**config.mk**
```make
export PLATFORM = sky130hd
export DESIGN_NAME = bearer_auth_message_parser
export DESIGN_NICKNAME = d
export VERILOG_FILES = /design/src/rtl/bamp_pkg.sv /design/src/rtl/bamp_step.sv /design/src/rtl/bearer_auth_message_parser.sv
export SDC_FILE = /design/constraint.sdc
export NUM_CORES = 1
export LEC_CHECK = 0
export ABC_CLOCK_PERIOD_IN_PS = 9100
export BUFFER_PORTS_ARGS = -buffer_cell sky130_fd_sc_hd__buf_2
export CORE_MARGIN = 4
export CORE_UTILIZATION = 56
export DETAILED_ROUTE_END_ITERATION = 10
export GPL_TIMING_DRIVEN = 0
export PLACE_DENSITY = 0.87
export SLEW_MARGIN = 40
export SYNTH_ARGS = -nofsm -noshare
export SYNTH_HDL_FRONTEND = slang
export SYNTH_HIERARCHICAL = 1
export SYNTH_SLANG_ARGS = --single-unit
```
**constraint.sdc**
```tcl
create_clock -name clk -period 9.1 [get_ports clk]
set_input_delay 1.365 -clock clk [delete_from_list [all_inputs] [get_ports clk]]
set_output_delay 1.365 -clock clk [all_outputs]
set_load 0.1 [all_outputs]
```
**src/rtl/bamp_pkg.sv**
```systemverilog
// ----------------------------------------------------------------------------
// bamp_pkg: shared types and constants for the bearer auth message parser
// Holds the channel payload structs, the parse state record, phase codes,
// keyword byte tables and the register map of the configuration port.
// ----------------------------------------------------------------------------
`default_nettype none

package bamp_pkg;

	// Input transaction payload
	typedef struct packed {
		logic [7:0] data_byte;
		logic       last_byte;
	} in_item_t;

	// Output transaction payload
	typedef struct packed {
		logic [7:0] out_byte;
		logic [1:0] byte_kind;
		logic       message_end;
		logic [1:0] status;
	} out_item_t;

	// Parse state carried from byte to byte
	typedef struct packed {
		logic [3:0] phase;
		logic [3:0] match_pos;
		logic       is_bearer;
		logic       user_found;
		logic       token_found;
	} parse_state_t;

	// Parse phases
	localparam logic [3:0] PH_PREFIX   = 4'd0;
	localparam logic [3:0] PH_XO_USER  = 4'd1;
	localparam logic [3:0] PH_XO_AUTH  = 4'd2;
	localparam logic [3:0] PH_XO_TOKEN = 4'd3;
	localparam logic [3:0] PH_DONE     = 4'd4;
	localparam logic [3:0] PH_FAIL     = 4'd5;
	localparam logic [3:0] PH_OB_A     = 4'd6;
	localparam logic [3:0] PH_OB_USER  = 4'd7;
	localparam logic [3:0] PH_OB_FIELD = 4'd8;
	localparam logic [3:0] PH_OB_SKIP  = 4'd9;
	localparam logic [3:0] PH_OB_TOKEN = 4'd10;

	localparam parse_state_t PARSE_RESET = '{
		phase:       PH_PREFIX,
		match_pos:   4'd0,
		is_bearer:   1'b0,
		user_found:  1'b0,
		token_found: 1'b0
	};

	// Byte kinds
	localparam logic [1:0] KIND_OTHER = 2'd0;
	localparam logic [1:0] KIND_USER  = 2'd1;
	localparam logic [1:0] KIND_TOKEN = 2'd2;

	// Verdict codes
	localparam logic [1:0] ST_PENDING = 2'd0;
	localparam logic [1:0] ST_OK      = 2'd1;
	localparam logic [1:0] ST_BAD     = 2'd2;
	localparam logic [1:0] ST_UNAVAIL = 2'd3;

	// Special bytes
	localparam logic [7:0] SEP_BYTE   = 8'h01;
	localparam logic [7:0] COMMA_BYTE = 8'h2C;
	localparam logic [7:0] CH_U       = 8'h75;
	localparam logic [7:0] CH_N       = 8'h6E;

	// Keyword lengths
	localparam logic [3:0] AUTH_LEN  = 4'd12;
	localparam logic [3:0] XO_KW_LEN = 4'd5;
	localparam logic [3:0] GS2_LEN   = 4'd2;
	localparam logic [3:0] AEQ_LEN   = 4'd2;

	// Configuration port
	localparam int unsigned CFG_AW = 3;
	localparam int unsigned CFG_DW = 32;
	localparam logic REG_MECH_EN = 1'b0;

	// "auth=Bearer "
	function automatic logic [7:0] kw_auth(input logic [3:0] idx);
		logic [7:0] c;
		case (idx)
			4'd0:    c = 8'h61;
			4'd1:    c = 8'h75;
			4'd2:    c = 8'h74;
			4'd3:    c = 8'h68;
			4'd4:    c = 8'h3D;
			4'd5:    c = 8'h42;
			4'd6:    c = 8'h65;
			4'd7:    c = 8'h61;
			4'd8:    c = 8'h72;
			4'd9:    c = 8'h65;
			4'd10:   c = 8'h72;
			4'd11:   c = 8'h20;
			default: c = 8'h00;
		endcase
		return c;
	endfunction

	// "user="
	function automatic logic [7:0] kw_user(input logic [3:0] idx);
		logic [7:0] c;
		case (idx)
			4'd0:    c = 8'h75;
			4'd1:    c = 8'h73;
			4'd2:    c = 8'h65;
			4'd3:    c = 8'h72;
			4'd4:    c = 8'h3D;
			default: c = 8'h00;
		endcase
		return c;
	endfunction

	// "n,"
	function automatic logic [7:0] kw_gs2(input logic [3:0] idx);
		logic [7:0] c;
		case (idx)
			4'd0:    c = CH_N;
			4'd1:    c = COMMA_BYTE;
			default: c = 8'h00;
		endcase
		return c;
	endfunction

	// "a="
	function automatic logic [7:0] kw_aeq(input logic [3:0] idx);
		logic [7:0] c;
		case (idx)
			4'd0:    c = 8'h61;
			4'd1:    c = 8'h3D;
			default: c = 8'h00;
		endcase
		return c;
	endfunction

endpackage

`default_nettype wire

```
**src/rtl/bamp_step.sv**
```systemverilog
// ----------------------------------------------------------------------------
// bamp_step: one-byte parse step
// Given the current parse state and one message byte, computes the byte tag,
// the verdict for a final byte and the parse state for the next byte.
// ----------------------------------------------------------------------------
`default_nettype none

module bamp_step (
	input  wire bamp_pkg::parse_state_t cur,
	input  wire logic [7:0]             data_byte,
	input  wire logic                   last_byte,
	input  wire logic                   mech_en,
	output bamp_pkg::parse_state_t      nxt,
	output logic [1:0]                  byte_kind,
	output logic [1:0]                  status
);

	logic [3:0] mp_inc;
	logic       auth_hit;
	logic       user_hit;
	logic       gs2_hit;
	logic       aeq_hit;
	logic       is_sep;
	bamp_pkg::parse_state_t adv;
	logic [1:0] kind_raw;

	// Keyword compares at the current match position
	assign mp_inc   = cur.match_pos + 4'd1;
	assign auth_hit = (cur.match_pos < bamp_pkg::AUTH_LEN) &&
		(data_byte == bamp_pkg::kw_auth(cur.match_pos));
	assign user_hit = (cur.match_pos < bamp_pkg::XO_KW_LEN) &&
		(data_byte == bamp_pkg::kw_user(cur.match_pos));
	assign gs2_hit  = (cur.match_pos < bamp_pkg::GS2_LEN) &&
		(data_byte == bamp_pkg::kw_gs2(cur.match_pos));
	assign aeq_hit  = (cur.match_pos < bamp_pkg::AEQ_LEN) &&
		(data_byte == bamp_pkg::kw_aeq(cur.match_pos));
	assign is_sep   = (data_byte == bamp_pkg::SEP_BYTE);

	// Advance the phase machine by one byte
	always_comb begin
		adv      = cur;
		kind_raw = bamp_pkg::KIND_OTHER;
		case (cur.phase)
			bamp_pkg::PH_PREFIX: begin
				if (cur.match_pos == 4'd0) begin
					if (data_byte == bamp_pkg::CH_U) begin
						adv.is_bearer = 1'b0;
						adv.match_pos = 4'd1;
					end else if (data_byte == bamp_pkg::CH_N) begin
						adv.is_bearer = 1'b1;
						adv.match_pos = 4'd1;
					end else begin
						adv.phase = bamp_pkg::PH_FAIL;
					end
				end else if (cur.is_bearer) begin
					if (!gs2_hit) begin
						adv.phase = bamp_pkg::PH_FAIL;
					end else if (mp_inc == bamp_pkg::GS2_LEN) begin
						adv.phase     = bamp_pkg::PH_OB_A;
						adv.match_pos = 4'd0;
					end else begin
						adv.match_pos = mp_inc;
					end
				end else begin
					if (!user_hit) begin
						adv.phase = bamp_pkg::PH_FAIL;
					end else if (mp_inc == bamp_pkg::XO_KW_LEN) begin
						adv.phase     = bamp_pkg::PH_XO_USER;
						adv.match_pos = 4'd0;
					end else begin
						adv.match_pos = mp_inc;
					end
				end
			end
			bamp_pkg::PH_XO_USER: begin
				if (is_sep) begin
					adv.user_found = 1'b1;
					adv.phase      = bamp_pkg::PH_XO_AUTH;
					adv.match_pos  = 4'd0;
				end else begin
					kind_raw = bamp_pkg::KIND_USER;
				end
			end
			bamp_pkg::PH_XO_AUTH: begin
				if (!auth_hit) begin
					adv.phase = bamp_pkg::PH_FAIL;
				end else if (mp_inc == bamp_pkg::AUTH_LEN) begin
					adv.phase     = bamp_pkg::PH_XO_TOKEN;
					adv.match_pos = 4'd0;
				end else begin
					adv.match_pos = mp_inc;
				end
			end
			bamp_pkg::PH_XO_TOKEN: begin
				if (is_sep) begin
					adv.token_found = 1'b1;
					adv.phase       = bamp_pkg::PH_DONE;
				end else begin
					kind_raw = bamp_pkg::KIND_TOKEN;
				end
			end
			bamp_pkg::PH_OB_A: begin
				if (!aeq_hit) begin
					adv.phase = bamp_pkg::PH_FAIL;
				end else if (mp_inc == bamp_pkg::AEQ_LEN) begin
					adv.phase     = bamp_pkg::PH_OB_USER;
					adv.match_pos = 4'd0;
				end else begin
					adv.match_pos = mp_inc;
				end
			end
			bamp_pkg::PH_OB_USER: begin
				if (data_byte == bamp_pkg::COMMA_BYTE) begin
					adv.user_found = 1'b1;
					adv.phase      = bamp_pkg::PH_OB_FIELD;
					adv.match_pos  = 4'd0;
				end else begin
					kind_raw = bamp_pkg::KIND_USER;
				end
			end
			bamp_pkg::PH_OB_FIELD: begin
				if (auth_hit) begin
					if (mp_inc == bamp_pkg::AUTH_LEN) begin
						adv.token_found = 1'b1;
						adv.phase       = bamp_pkg::PH_OB_TOKEN;
						adv.match_pos   = 4'd0;
					end else begin
						adv.match_pos = mp_inc;
					end
				end else begin
					// a separator that breaks the match opens a new field
					adv.match_pos = 4'd0;
					adv.phase     = is_sep ? bamp_pkg::PH_OB_FIELD : bamp_pkg::PH_OB_SKIP;
				end
			end
			bamp_pkg::PH_OB_SKIP: begin
				if (is_sep) begin
					adv.phase     = bamp_pkg::PH_OB_FIELD;
					adv.match_pos = 4'd0;
				end
			end
			bamp_pkg::PH_OB_TOKEN: begin
				if (is_sep) begin
					adv.phase = bamp_pkg::PH_DONE;
				end else begin
					kind_raw = bamp_pkg::KIND_TOKEN;
				end
			end
			bamp_pkg::PH_DONE, bamp_pkg::PH_FAIL: begin
				adv = cur;
			end
			default: begin
				adv.phase = bamp_pkg::PH_FAIL;
			end
		endcase
	end

	// Mask tags when disabled, give the verdict and restart on the final byte
	always_comb begin
		byte_kind = mech_en ? kind_raw : bamp_pkg::KIND_OTHER;
		status    = bamp_pkg::ST_PENDING;
		nxt       = adv;
		if (last_byte) begin
			if (!mech_en) begin
				status = bamp_pkg::ST_UNAVAIL;
			end else if (adv.user_found && adv.token_found) begin
				status = bamp_pkg::ST_OK;
			end else begin
				status = bamp_pkg::ST_BAD;
			end
			nxt = bamp_pkg::PARSE_RESET;
		end
	end

endmodule

`default_nettype wire

```
**src/rtl/bearer_auth_message_parser.sv**
```systemverilog
// ----------------------------------------------------------------------------
// bearer_auth_message_parser: XOAUTH2 / OAUTHBEARER client message parser
// Tags each byte of a client authentication message as user name, token or
// framing, and reports the verdict with the final byte.
// ----------------------------------------------------------------------------
// Usage:
//   in channel  (in_valid / in_stall / in_data): one message byte per
//     transaction, last_byte set on the final byte of each message.
//   out channel (out_valid / out_stall / out_data): exactly one transaction
//     per input byte, in order, carrying the byte, its tag and, on the final
//     byte, the verdict (ok, bad_auth, or unavailable when disabled).
//   APB port: register 0 at byte address 0, bit 0 = mechanism enabled.
//     Write it only while no message is in flight.
// The byte lands in the input register, and the parse step result is then
// loaded into the output register when the output is not stalled.
// Throughput is one byte per cycle while the output is not stalled; the parse
// state register feeds back through the combinational step logic.
// A stall on the output holds the output register and the input register;
// in_stall rises only once both are full.
// Reset empties both registers, clears the parse state and disables the
// mechanism.
// ----------------------------------------------------------------------------
`default_nettype none

module bearer_auth_message_parser (
	input  wire logic                          clk,
	input  wire logic                          arst_n,
	// input byte channel
	input  wire logic                          in_valid,
	output logic                               in_stall,
	input  wire bamp_pkg::in_item_t            in_data,
	// output byte channel
	output logic                               out_valid,
	input  wire logic                          out_stall,
	output bamp_pkg::out_item_t                out_data,
	// configuration port
	input  wire logic                          psel,
	input  wire logic                          penable,
	input  wire logic                          pwrite,
	input  wire logic [bamp_pkg::CFG_AW-1:0]   paddr,
	input  wire logic [bamp_pkg::CFG_DW-1:0]   pwdata,
	output logic [bamp_pkg::CFG_DW-1:0]        prdata,
	output logic                               pready
);

	logic                   mech_en_q;
	bamp_pkg::parse_state_t parse_q;
	bamp_pkg::parse_state_t parse_nxt;
	logic                   in_valid_s1;
	bamp_pkg::in_item_t     in_s1;
	logic                   out_valid_s2;
	bamp_pkg::out_item_t    out_s2;
	logic [1:0]             step_kind;
	logic [1:0]             step_status;
	logic                   adv;
	logic                   reg_sel;

	// Configuration register
	assign pready  = 1'b1;
	assign reg_sel = (paddr[2] == bamp_pkg::REG_MECH_EN);

	always_ff @(posedge clk or negedge arst_n) begin
		if (!arst_n) begin
			mech_en_q <= 1'b0;
		end else if (psel && penable && pwrite && reg_sel) begin
			mech_en_q <= pwdata[0];
		end
	end

	assign prdata = reg_sel ? {{(bamp_pkg::CFG_DW-1){1'b0}}, mech_en_q} : '0;

	// Pipeline flow control
	assign adv      = !out_valid_s2 || !out_stall;
	assign in_stall = in_valid_s1 && !adv;

	// Input register
	always_ff @(posedge clk or negedge arst_n) begin
		if (!arst_n) begin
			in_valid_s1 <= 1'b0;
		end else if (!in_stall) begin
			in_valid_s1 <= in_valid;
		end
	end

	always_ff @(posedge clk) begin
		if (in_valid && !in_stall) begin
			in_s1 <= in_data;
		end
	end

	// Parse one byte
	bamp_step u_step (
		.cur       (parse_q),
		.data_byte (in_s1.data_byte),
		.last_byte (in_s1.last_byte),
		.mech_en   (mech_en_q),
		.nxt       (parse_nxt),
		.byte_kind (step_kind),
		.status    (step_status)
	);

	// Parse state and output valid
	always_ff @(posedge clk or negedge arst_n) begin
		if (!arst_n) begin
			parse_q      <= bamp_pkg::PARSE_RESET;
			out_valid_s2 <= 1'b0;
		end else if (adv) begin
			out_valid_s2 <= in_valid_s1;
			if (in_valid_s1) begin
				parse_q <= parse_nxt;
			end
		end
	end

	// Output register
	always_ff @(posedge clk) begin
		if (adv && in_valid_s1) begin
			out_s2.out_byte    <= in_s1.data_byte;
			out_s2.byte_kind   <= step_kind;
			out_s2.message_end <= in_s1.last_byte;
			out_s2.status      <= step_status;
		end
	end

	assign out_valid = out_valid_s2;
	assign out_data  = out_s2;

`ifndef NO_ASSERTIONS
	// Input side only stalls when the input register is full
	a_stall_needs_item: assert property (@(posedge clk) disable iff (!arst_n)
		in_stall |-> in_valid_s1)
		else $error("in_stall raised with empty input register");

	// Parse state restarts after a final byte is processed
	a_restart_after_last: assert property (@(posedge clk) disable iff (!arst_n)
		(adv && in_valid_s1 && in_s1.last_byte) |=> (parse_q == bamp_pkg::PARSE_RESET))
		else $error("parse state not cleared after final byte");

	// Verdict appears only with the final byte
	a_status_on_end: assert property (@(posedge clk) disable iff (!arst_n)
		(out_valid_s2 && !out_s2.message_end) |-> (out_s2.status == bamp_pkg::ST_PENDING))
		else $error("status given before message end");

	// Disabled mechanism: no tags, verdict unavailable
	a_disabled_output: assert property (@(posedge clk) disable iff (!arst_n)
		(out_valid_s2 && !mech_en_q) |->
			((out_s2.byte_kind == bamp_pkg::KIND_OTHER) &&
			(!out_s2.message_end || (out_s2.status == bamp_pkg::ST_UNAVAIL))))
		else $error("output tagged while mechanism disabled");
`endif

endmodule

`default_nettype wire
```
======== Word-level counts from Yosys, hierarchy flattened ========
Memories as Yosys holds them, arrays and structs flattened.
Index checks and enable logic that the tools add are counted.
word-level totals
  memories kept ........................... 1
  bits of input ports ..................... 51
  logic and storage cells ................. 140
  memory bits (read-only) ................. 112
  flip-flop bits (word level) ............. 36
cells by class
  mux-type cells .......................... 50
  $lt $le $gt $ge ......................... 3
  $add $sub $neg .......................... 1
  equal/unequal tests ..................... 42
  bitwise logic cells ..................... 1
  reduce and logical (&&, ||, !) cells .... 28
memories
  name              depth  width  read ports  clocked after Yosys merged registers in  write ports  line            RTL
  (name not given)  16     7      1           0                                        0            bamp_pkg.sv:85  case (idx)
operators by type and width
  cell                                           count
  two-way mux 4 bit                              19
  two-way mux 8 bit                              6
  case mux 4 bit (9 select lines)                1
  case mux 7 bit (5 select lines)                1
  case mux 4 bit (7 select lines)                1
  case mux 7 bit (2 select lines)                2
  == test 4 x 3 -> 1 bit, second input constant  6
  == test 8 x 7 -> 1 bit                         3
  == test 4 x 2 -> 1 bit, second input constant  5
  != test 4 bit, second input constant           5
  == test 4 bit, second input constant           4
  == test 8 x 7 -> 1 bit, second input constant  2
  != test 3 x 2 -> 1 bit, second input constant  5
  AND reduction 14 bit                           1
  != test 6 bit, second input constant           2
  logical AND 1 bit                              11
  two-way mux 1 bit                              11
  two-way mux 11 bit                             1
  AND reduction 11 bit                           1
  two-way mux 5 bit                              2
  != test 5 x 3 -> 1 bit, second input constant  2
  == test 4 x 1 -> 1 bit, second input constant  2
  == test 8 x 1 -> 1 bit, second input constant  1
  == test 8 x 6 -> 1 bit, second input constant  1
  other kinds (21)                               30

======== Longest topological paths before layout ========
Gate-level depths: netlist (run 1).
  word-level depth ........................ 9
  depth in mapped cells ................... 13
  depth with buffers taken out ............ 12

======== Hierarchy ========
The synthesis (run 1) kept the hierarchy.
modules (own cells, without submodules)
  module                      area each (µm²)  cells each  instances  sequential area each (µm²)
  bamp_step                   1,585.3          256         1          0.0
  bearer_auth_message_parser  1,511.4          91          1          1,011.0

======== Least setup slack after synthesis (run 1) ========
No wires, ideal clock.
  kind .................................... in2out
  start point ............................. input paddr[2] (netlist name)
  end point ............................... output prdata[0] (netlist name)
  buffers on the path ..................... 0
  slack ................................... 5.035 ns
  arrival ................................. 2.700 ns
  required time ........................... 7.735 ns
  stages on the path ...................... 1
  cell sequence ........................... nor2b_1
on the way
  word-level cells in the longest chain between the ends .. 1
RTL lines
  element            line                              RTL
  start, declared    bearer_auth_message_parser.sv:40  input wire logic [bamp_pkg::CFG_AW-1:0] paddr,
  two-way mux 1 bit  bearer_auth_message_parser.sv:70  assign prdata = reg_sel ? {{(bamp_pkg::CFG_DW-1){1'b0}}, mech_en_q} : '0;
  end, declared      bearer_auth_message_parser.sv:42  output logic [bamp_pkg::CFG_DW-1:0] prdata,
No other way between the ends.

==> flow_summary.json, run 1 <==
{
  "status": "complete, no violations",
  "final_common_cell": "buf_2",
  "final_cell_mix": "buf_2 (36), buf_4 (34), conb_1 (32)",
  "areaGrowthSynthToFinish_pct": 14.5,
  "gp_congestion": 0.976,
  "final.setup.tns_ns": 0,
  "final_nets": 475,
  "critPathKind": "register to register",
  "detail-route-antenna-nets": 0,
  "cp.required_ns": 9.33,
  "netlist_area_sq_um": 3100,
  "drc_errors": 0,
  "peakVddDrop_uv": 121,
  "first_iter_violations": 409,
  "power.leakage_uw": 0.00150,
  "critPathLaunch": "parse_q[4]",
  "rsz0062_at_grt": "no",
  "dieArea_sq_um": 6780,
  "clock_skew_ns": 0.00673,
  "postSynthAreaPerCell_sq_um": 8.92,
  "synthTopCellsByArea": "edfxtp_1 (21%), dfrtp_1 (11%), buf_4 (8.2%)",
  "worst_slew_pin_slew_ns": 0.859,
  "yosys_warnings": 6,
  "cp-start-kind": "register",
  "post-route-period-util_pct": 41.1,
  "setup_violations": 0,
  "slew_violations": 0,
  "wl_per_cell_um": 16.0,
  "powerDensity_nw_per_um2": 164,
  "grt.total_usage_pct": 24.5,
  "viasPerCell": 5.97,
  "yosysUniqueCellTypes": 68,
  "first_global_vias": 2623,
  "dp_hpwl_um": 5850,
  "clock-sinks": 36,
  "cts_made_buffers": 5,
  "synth_largest_area_cell": "edfxtp_1",
  "worstPathArrival_ns": 3.97,
  "htree_levels": 2,
  "dieHeight_um": 82.4,
  "max-cap-violations": 0,
  "synth_edf_count": 22,
  "ys.flop_type": "edfxtp_1",
  "cts_hold_buf": 0,
  "clk_path_buf_depth": 2,
  "firstDrtPassIters": 8,
  "ys_seq_area_share_pct": 32.6,
  "fillerInstances": 418,
  "postCtsSetupBuffers": 0,
  "hold_start": "in_s1[1]",
  "post_route_cells_drive_above_1_share_pct": 24.4,
  "clkSlewWorstSetupHoldPaths_ns": 0.07,
  "portBuffers": 33,
  "fmax_mhz": 268,
  "antenna_found_initial": 0,
  "hold_viol_final": 0,
  "synthArstFlopShare_pct": 38.9,
  "rows": 26,
  "start_util_pct": 59.1,
  "utilization_pct": 67.7,
  "finalWirelength_um": 7800,
  "min_period_ns": 3.74,
  "cp_max_fo": 9,
  "crit_path_end_kind": "register",
  "clk_latency_ns": 0.29,
  "cts_tree": "done",
  "gr-total-overflow": 0,
  "core-area_sq_um": 5240,
  "antenna_cells": 0,
  "slew_headroom_pct": 42.2,
  "grt_max_degree": 23,
  "via_count": 2915,
  "cts.root.buffer_cell": "clkbuf_8",
  "synth_top_area_share_pct": 21.3,
  "die_w_um": 82.4,
  "postCtsResizedCells": 0,
  "hp-class": "register to register",
  "postSynthCellCount": 347,
  "synth-seq-cells": 36,
  "reg2reg_from": "parse_q[4]",
  "ios": 99,
  "grt_first_pass_wirelength_um": 12600
}
==> cell type report <==
type | instances | area [sq um] | area share, %
clock inverters | 2 | 12.5 | 0.353
flip-flops and latches | 36 | 1010 | 28.5
multi-input cells | 276 | 1790 | 50.5
well taps | 70 | 87.6 | 2.47
clock buffers | 6 | 72.6 | 2.05
repair buffers | 33 | 165 | 4.66
inverters | 12 | 45.0 | 1.27
plain buffers | 53 | 362 | 10.2
==> logic make-up (layout without fill, tap and decap cells) <==
| kind of cell | Yosys count | after routing | synth area share [%] |
|---|---|---|---|
| xor+xnor | 9 | 9 | 2.55 |
| mux | 16 | 16 | 6.75 |
| buf+inv | 65 | 106 | 13.1 |
| compound gates | 89 | 89 | 19.2 |
| flops | 36 | 36 | 32.6 |
| fa+ha+maj | 7 | 7 | 2.83 |
| simple gates | 123 | 123 | 22.6 |
| other cells | 2 | 32 | 0.243 |
==> worst max-delay path: stages, from the launching register on <==
cell and delay, ns:
dfrtp_1 0.42, clkbuf_1 0.38, inv_1 0.20, ha_1 0.27, or3b_1 0.35, a21oi_1 0.15
a41o_1 0.11, nand4_1 0.11, nor4_1 0.77, and2_1 0.26, o21ai_0 0.14, a221oi_1 0.33
mux2_4 0.19
==> per-layer routing <==
metal  GRT usage [%]  vias up  routed length, um
li1                -     1347                  -
met5               0        -                  0
met4            9.14        0                201
met1            32.5     1348               3170
met3            4.88       33                711
met2            39.4      187               3720
==> flip-flops by register name, indices dropped and copies added (netlist names) <==
signal and flops:
in_valid_s1 1, out_data 13, in_s1 9, parse_q 11
out_valid 1, mech_en_q 1
==> metrics by stage <==
| stage | cells | setup slack (ns) | instance area [sq um] | power, uW | hold WS, ns |
|---|---|---|---|---|---|
| finish | 488 | 5.36 | 3550 | 583 | 0.453 |
| global route | 488 | 5.23 | 3550 | 609 | 0.468 |
| CTS | 488 | 5.54 | 3550 | 581 | 0.457 |
| detailed placement | 480 | 5.56 | 3460 | 469 | 0.433 |
| global placement | 480 | 5.59 | 3460 | 465 | 0.436 |
| floorplan | 377 | 5.03 | 3210 | 426 | 0.424 |
==> Yosys cell counts (3+ instances only) <==
cell type	n
inv_1	11
mux2i_1	4
and3_1	5
o21bai_1	4
edfxtp_1	22
nor2b_1	10
and2_1	6
nor3_1	6
or3b_1	3
buf_2	3
nor4_1	7
a31oi_1	7
dfrtp_1	14
xor2_1	3
mux2_2	3
nor2_1	22
o21ai_0	24
mux2_4	9
clkbuf_1	13
xnor2_1	6
ha_1	7
nand3_1	13
nand2b_1	6
nand4_1	5
nand2_1	21
a21oi_1	22
nand4b_1	3
buf_4	34
==> final timing paths <==
path | slack [ns] | to | cells past startpoint
min in group asynchronous | 0.96 | parse_q[4] | 1
hold / removal | 0.45 | out_data[5] | 0
max in group asynchronous | 7.89 | parse_q[5] | 1
hold reg to reg | 0.45 | out_data[5] | 0
setup reg to reg | 5.36 | parse_q[8] | 12
setup / recovery | 5.36 | parse_q[8] | 12
==> where the power goes <==
part	leakage, uW	internal (uW)	total (uW)	switching, uW
logic	0.00107	71.5	269	197
clock network	0.0000412	53.4	110	57.0
registers	0.000396	190	203	13.4
total	0.00150	315	583	268
(Power assumes the default switching activity.)
==> run 2, diff against run 1 <==
--- a/config.mk
+++ b/config.mk
@@ -5,13 +5,13 @@
 export SDC_FILE = /design/constraint.sdc
 export NUM_CORES = 1
 export LEC_CHECK = 0
-export ABC_CLOCK_PERIOD_IN_PS = 9100
+export ABC_CLOCK_PERIOD_IN_PS = 3460
 export BUFFER_PORTS_ARGS = -buffer_cell sky130_fd_sc_hd__buf_2
 export CORE_MARGIN = 4
-export CORE_UTILIZATION = 56
+export CORE_UTILIZATION = 52
 export DETAILED_ROUTE_END_ITERATION = 10
 export GPL_TIMING_DRIVEN = 0
-export PLACE_DENSITY = 0.87
+export PLACE_DENSITY = 0.81
 export SLEW_MARGIN = 40
 export SYNTH_ARGS = -nofsm -noshare
 export SYNTH_HDL_FRONTEND = slang
==> constraint.sdc (replaced) <==
create_clock -name clk -period 3.46 [get_ports clk]
set_input_delay 0.519 -clock clk [delete_from_list [all_inputs] [get_ports clk]]
set_output_delay 0.519 -clock clk [all_outputs]
set_load 0.1 [all_outputs]
==> run 2 against run 1 <==
  * First-iteration DRC count fell by 0.98%
  * Power rose to 2.8 times the previous value
  * Sequential share of layout area down 0.50 points
  * Clock power grew to 3.5 times the previous value
  * Register-to-register slack got worse by 5.3 ns
  * Fmax rose by 11%
  * Largest cell class unchanged
==> flow_summary.json, run 2 (same netlist as run 1, synthesis figures left out) <==
{
  "fmax_mhz": 297,
  "hold_viol_final": 0,
  "power_frac_comb_pct": 43.9,
  "clock-sinks": 36,
  "antenna_found_initial": 0,
  "portBuffers": 33,
  "cts.root.buffer_cell": "clkbuf_8",
  "cp_max_fo": 9,
  "powerDensity_nw_per_um2": 451,
  "start_util_pct": 54.9,
  "hp-class": "input pin to async pin",
  "finalWirelength_um": 8060,
  "status": "complete, no violations",
  "path_cells": "buf_6, inv_2, ha_1, clkbuf_4, nor2_4, a221oi_2, xor2_1, or4_1, or3b_1, a21bo_1, a21o_1, a21oi_1, mux2_4",
  "first_global_vias": 2691,
  "max-cap-violations": 0,
  "cts_tree": "done",
  "htree_levels": 2,
  "worst_slack_ns": 0.0986,
  "clk_path_buf_depth": 2,
  "crit_path_end_kind": "register",
  "dieArea_sq_um": 7250,
  "core-area_sq_um": 5640,
  "slowest_delay_ns": 0.53,
  "gp_congestion": 0.982,
  "via_count": 2935,
  "post_dp_cell_area_sq_um": 3460,
  "post_route_cells_drive_above_1_share_pct": 26.6,
  "worst_slew_pin_slew_ns": 0.726,
  "first_iter_violations": 405,
  "grt_first_pass_wirelength_um": 13000,
  "clk_latency_ns": 0.30,
  "sw_frac_of_total_pct": 44.7,
  "grt_max_degree": 23,
  "slew_violations": 0,
  "post-route-period-util_pct": 97.2,
  "ios": 99,
  "drc_errors": 0,
  "place_inst": 482,
  "final_nets": 475,
  "switchingPower_uw": 728,
  "p_int_uw": 903,
  "power.leakage_uw": 0.00153,
  "rsz0062_at_grt": "no",
  "critPathKind": "register to register",
  "setup_violations": 0,
  "clock_skew_ns": 0.00955,
  "gr-total-overflow": 0,
  "detail-route-antenna-nets": 0,
  "path_delay_family": "simple AND/OR/NAND/NOR gates",
  "worstPathArrival_ns": 3.61,
  "p_clk_share_pct": 23.5,
  "final_common_cell": "buf_2",
  "cp.required_ns": 3.71,
  "die_w_um": 85.2,
  "firstDrtPassIters": 7,
  "grt.total_usage_pct": 22.3,
  "seqPwrFrac_pct": 32.7,
  "cp-start-kind": "register",
  "cts_hold_buf": 0,
  "areaGrowthSynthToFinish_pct": 16.7,
  "slew_headroom_pct": 51.2,
  "dpl_worst_slack_ns": -0.0868,
  "viasPerCell": 5.99,
  "fin_area_sq_um": 3610,
  "dp_hpwl_um": 5910,
  "wl_per_cell_um": 16.5,
  "largest_reg_flops": 13,
  "dieHeight_um": 85.2,
  "slowest_stage": "or4_1",
  "postCtsSetupBuffers": 0,
  "rows": 27,
  "cts_made_buffers": 5,
  "path_buf_inv": 3,
  "min_period_ns": 3.36,
  "clkSlewWorstSetupHoldPaths_ns": 0.08,
  "antenna_cells": 0,
  "peakVddDrop_uv": 296,
  "fin_cells": 490,
  "final_cell_mix": "buf_2 (35), buf_4 (34), conb_1 (32)"
}
[run 2: changes by cell type in the layout (fill, tap and decap cells not counted), moves of 2 or more]
| cell | previous run | this run |
|---|---|---|
| inv_1 | 11 | 9 |
| clkbuf_1 | 14 | 12 |
| ha_2 | 0 | 2 |
| o21ai_1 | 0 | 2 |
| ha_1 | 7 | 5 |
| o21ai_0 | 24 | 22 |
[run 2: worst paths after layout]
path,start,end,slack (ns),cells after the start
worst max-delay path,parse_q[4],parse_q[5],0.1,13
worst min-delay path,arst_n,mech_en_q,0.09,1
worst max register to register,parse_q[4],parse_q[5],0.1,13
worst min register to register,in_s1[7],out_data[11],0.46,0
max in group asynchronous,arst_n,parse_q[3],3.10,1
min in group clk,in_data[0],in_s1[0],0.39,1
[run 2: layout make-up]
type	instances	area (sq um)
clock inverters	3	42.5
clock buffers	5	68.8
plain buffers	53	372
inverters	12	48.8
repair buffers	33	165
well taps	72	90.1
fillers	499	2030
flip-flops and latches	36	1010
multi-input cells	276	1820
[run 2: per-layer routing]
layer | up-vias | part of all wire, % | track usage, %
met1 | 1348 | 41 | 29.9
met3 | 32 | 10 | 5.63
met2 | 208 | 46 | 35.1
met4 | 0 | 2.9 | 7.63
met5 | - | 0 | 0
li1 | 1347 | - | -
[run 2: worst reg2reg max path: stages, from the launching register on]
cell      delay, ns
dfrtp_1        0.43
buf_6          0.16
inv_2          0.10
ha_1           0.16
clkbuf_4       0.21
nor2_4         0.08
a221oi_2       0.28
xor2_1         0.13
or4_1          0.53
or3b_1         0.45
a21bo_1        0.21
a21o_1         0.17
a21oi_1        0.21
mux2_4         0.19
[run 2: stage by stage]
step / power [uW] / utilization (%) / hold WS [ns] / TNS [ns]
2_1_floorplan: 1120 / - / 0.223 / 0
5_1_grt: 1700 / 64.1 / 0.124 / 0
6_report: 1630 / 64.1 / 0.0937 / 0
3_3_place_gp: 1230 / 61.4 / 0.427 / -0.307
3_5_place_dp: 1230 / 61.4 / 0.433 / -0.249
4_1_cts: 1610 / 63.5 / 0.101 / 0
[run 2: power by group through the flow]
stage / Combinational, uW / Sequential, uW / Clock, uW
6_report: 715 / 533 / 383
5_1_grt: 754 / 540 / 408
4_1_cts: 695 / 532 / 386
3_5_place_dp: 690 / 541 / 0
3_3_place_gp: 686 / 540 / 0
2_1_floorplan: 490 / 630 / 0
[run 2: timing repair]
action	4_1_cts	5_1_grt
setup endpoints to repair	6	6
resized for setup	2	14
hold endpoints to repair	0	0
==> run 3, diff against run 2 <==
--- a/config.mk
+++ b/config.mk
@@ -7,6 +7,7 @@
 export LEC_CHECK = 0
 export ABC_CLOCK_PERIOD_IN_PS = 3460
 export BUFFER_PORTS_ARGS = -buffer_cell sky130_fd_sc_hd__buf_2
+export CORE_ASPECT_RATIO = 1.75
 export CORE_MARGIN = 4
 export CORE_UTILIZATION = 52
 export DETAILED_ROUTE_END_ITERATION = 10
==> constraint.sdc (replaced) <==
create_clock -name clk -period 3.46 [get_ports clk]
set_input_delay 0.519 -clock clk [delete_from_list [all_inputs] [get_ports clk]]
set_output_delay 0.519 -clock clk [all_outputs]
set_load 0.02 [all_outputs]
==> run 3 against run 2 <==
  * Routed wire length increased by 1.5%
  * Combinational power is 30% lower
  * Design area is 0.21% lower
  * Via count fell by 3.2%
  * Global-route usage grew 1.3 points
  * Worst setup slack worse by 0.027 ns
  * Die area increased by 0.67%
  * Non-clock buffer count rose by 1
  * Clock power down 3%
  * Clock skew down 0.0055 ns
  * Critical path depth unchanged
==> flow_summary.json, run 3 (same netlist as run 1, synthesis figures left out) <==
{
  "post_dp_cell_area_sq_um": 3470,
  "p_int_uw": 901,
  "clock_skew_ns": 0.00402,
  "peakVddDrop_uv": 285,
  "viasPerCell": 5.72,
  "rsz0062_at_grt": "yes",
  "core-area_sq_um": 5830,
  "dieHeight_um": 110,
  "seqPwrFrac_pct": 37.9,
  "clock-sinks": 36,
  "slew_violations": 0,
  "first_global_vias": 2782,
  "start_util_pct": 53.1,
  "worst_slack_ns": 0.0712,
  "crit_path_end_kind": "register",
  "clkSlewWorstSetupHoldPaths_ns": 0.07,
  "status": "complete, no violations",
  "first_iter_violations": 210,
  "antenna_cells": 0,
  "dpl_worst_slack_ns": -0.166,
  "switchingPower_uw": 501,
  "drc_errors": 0,
  "rows": 37,
  "hp-class": "input pin to async pin",
  "cp-start-kind": "register",
  "largest_reg_flops": 13,
  "power_frac_comb_pct": 35.6,
  "clk_path_buf_depth": 2,
  "cts_made_buffers": 5,
  "grt_first_pass_wirelength_um": 13100,
  "cp_max_fo": 10,
  "p_total_uw": 1400,
  "dieArea_sq_um": 7300,
  "setup_violations": 0,
  "via_count": 2842,
  "final_nets": 476,
  "hold_viol_final": 0,
  "cts.root.buffer_cell": "clkbuf_8",
  "max-cap-violations": 0,
  "worstPathArrival_ns": 3.57,
  "firstDrtPassIters": 4,
  "cp.required_ns": 3.65,
  "clk_latency_ns": 0.30,
  "final_cell_mix": "buf_4 (36), buf_2 (35), conb_1 (32)",
  "sw_frac_of_total_pct": 35.7,
  "antenna_found_initial": 0,
  "grt_max_degree": 23,
  "grt.total_usage_pct": 23.6,
  "wl_per_cell_um": 16.5,
  "gr-total-overflow": 0,
  "reg2reg_to": "parse_q[3]",
  "critPathKind": "register to register",
  "worst_slew_pin_slew_ns": 0.793,
  "detail-route-antenna-nets": 0,
  "areaGrowthSynthToFinish_pct": 16.5,
  "htree_levels": 2,
  "post_route_cells_drive_above_1_share_pct": 26.3,
  "power.leakage_uw": 0.00153,
  "gp_congestion": 1.03,
  "dp_hpwl_um": 6440,
  "post-route-period-util_pct": 97.9,
  "cts_tree": "done",
  "p_clk_share_pct": 26.5,
  "regToRegSetupSlack_ns": 0.07,
  "slew_headroom_pct": 46.7,
  "min_period_ns": 3.39,
  "die_w_um": 66.3,
  "powerDensity_nw_per_um2": 389,
  "reg2reg_from": "parse_q[4]",
  "fin_area_sq_um": 3610,
  "finalWirelength_um": 8180,
  "r2r_cells": 13,
  "ios": 99,
  "portBuffers": 33,
  "fmax_mhz": 295,
  "hold-worst-slack_ns": 0.109,
  "final_common_cell": "buf_4"
}
## run 3: area by class of cell
type,count,area [sq um]
Sequential cell,36,1010
Buffer,53,368
Timing Repair Buffer,34,173
Multi-Input combinational cell,276,1800
Clock inverter,3,42.5
Clock buffer,5,68.8
Fill cell,548,2230
Tap cell,78,97.6
Inverter,12,45.0
## run 3: worst max path at each step
stage	from	to	slack, ns	cells past startpoint
2_1_floorplan	parse_q[4]	parse_q[5]	0.34	12
3_3_place_gp	parse_q[4]	parse_q[3]	-0.16	13
3_5_place_dp	parse_q[4]	parse_q[3]	-0.17	13
4_1_cts	parse_q[4]	parse_q[3]	0.04	13
5_1_grt	parse_q[4]	parse_q[5]	-0.02	13
6_report	parse_q[4]	parse_q[3]	0.07	13
## run 3: per-layer routing
metal | GRT usage, % | up-vias | wire length [um]
met5 | 0 | - | 0
met4 | 15.3 | 0 | 532
met3 | 4.26 | 46 | 477
met2 | 43.9 | 138 | 4300
met1 | 23.1 | 1314 | 2870
li1 | - | 1344 | -
## run 3: timing repair
item,4_1_cts,5_1_grt
endpoints found under the setup margin,6,5
hold buffers,0,0
buffers inserted,0,1
resized for setup,6,4
## run 3: power groups by stage
stage / logic [uW] / clock network, uW / registers [uW]
final: 499 / 371 / 532
after CTS: 487 / 376 / 532
after floorplan: 354 / 0 / 549
after global placement: 483 / 0 / 540
after detailed placement: 485 / 0 / 541
after global routing: 542 / 400 / 537
## run 3: worst max-delay path, cell delays in order (launching register included)
cell and delay, ns:
dfrtp_1 0.40, clkbuf_4 0.19, inv_2 0.13, ha_2 0.27, buf_6 0.17, o21ai_0 0.09, o21ai_1 0.17, xnor2_1 0.15
nand2_1 0.15, or4_4 0.55, a211o_1 0.37, nor3_1 0.27, a311oi_2 0.10, mux2_4 0.28
## run 3: per-stage QoR
step	util, %	TNS (ns)	std cells
2_1_floorplan	-	0	377
3_5_place_dp	59.5	-0.621	488
3_3_place_gp	59.5	-0.449	488
5_1_grt	61.8	-0.0378	497
4_1_cts	61.6	0	496
6_report	61.8	0	497
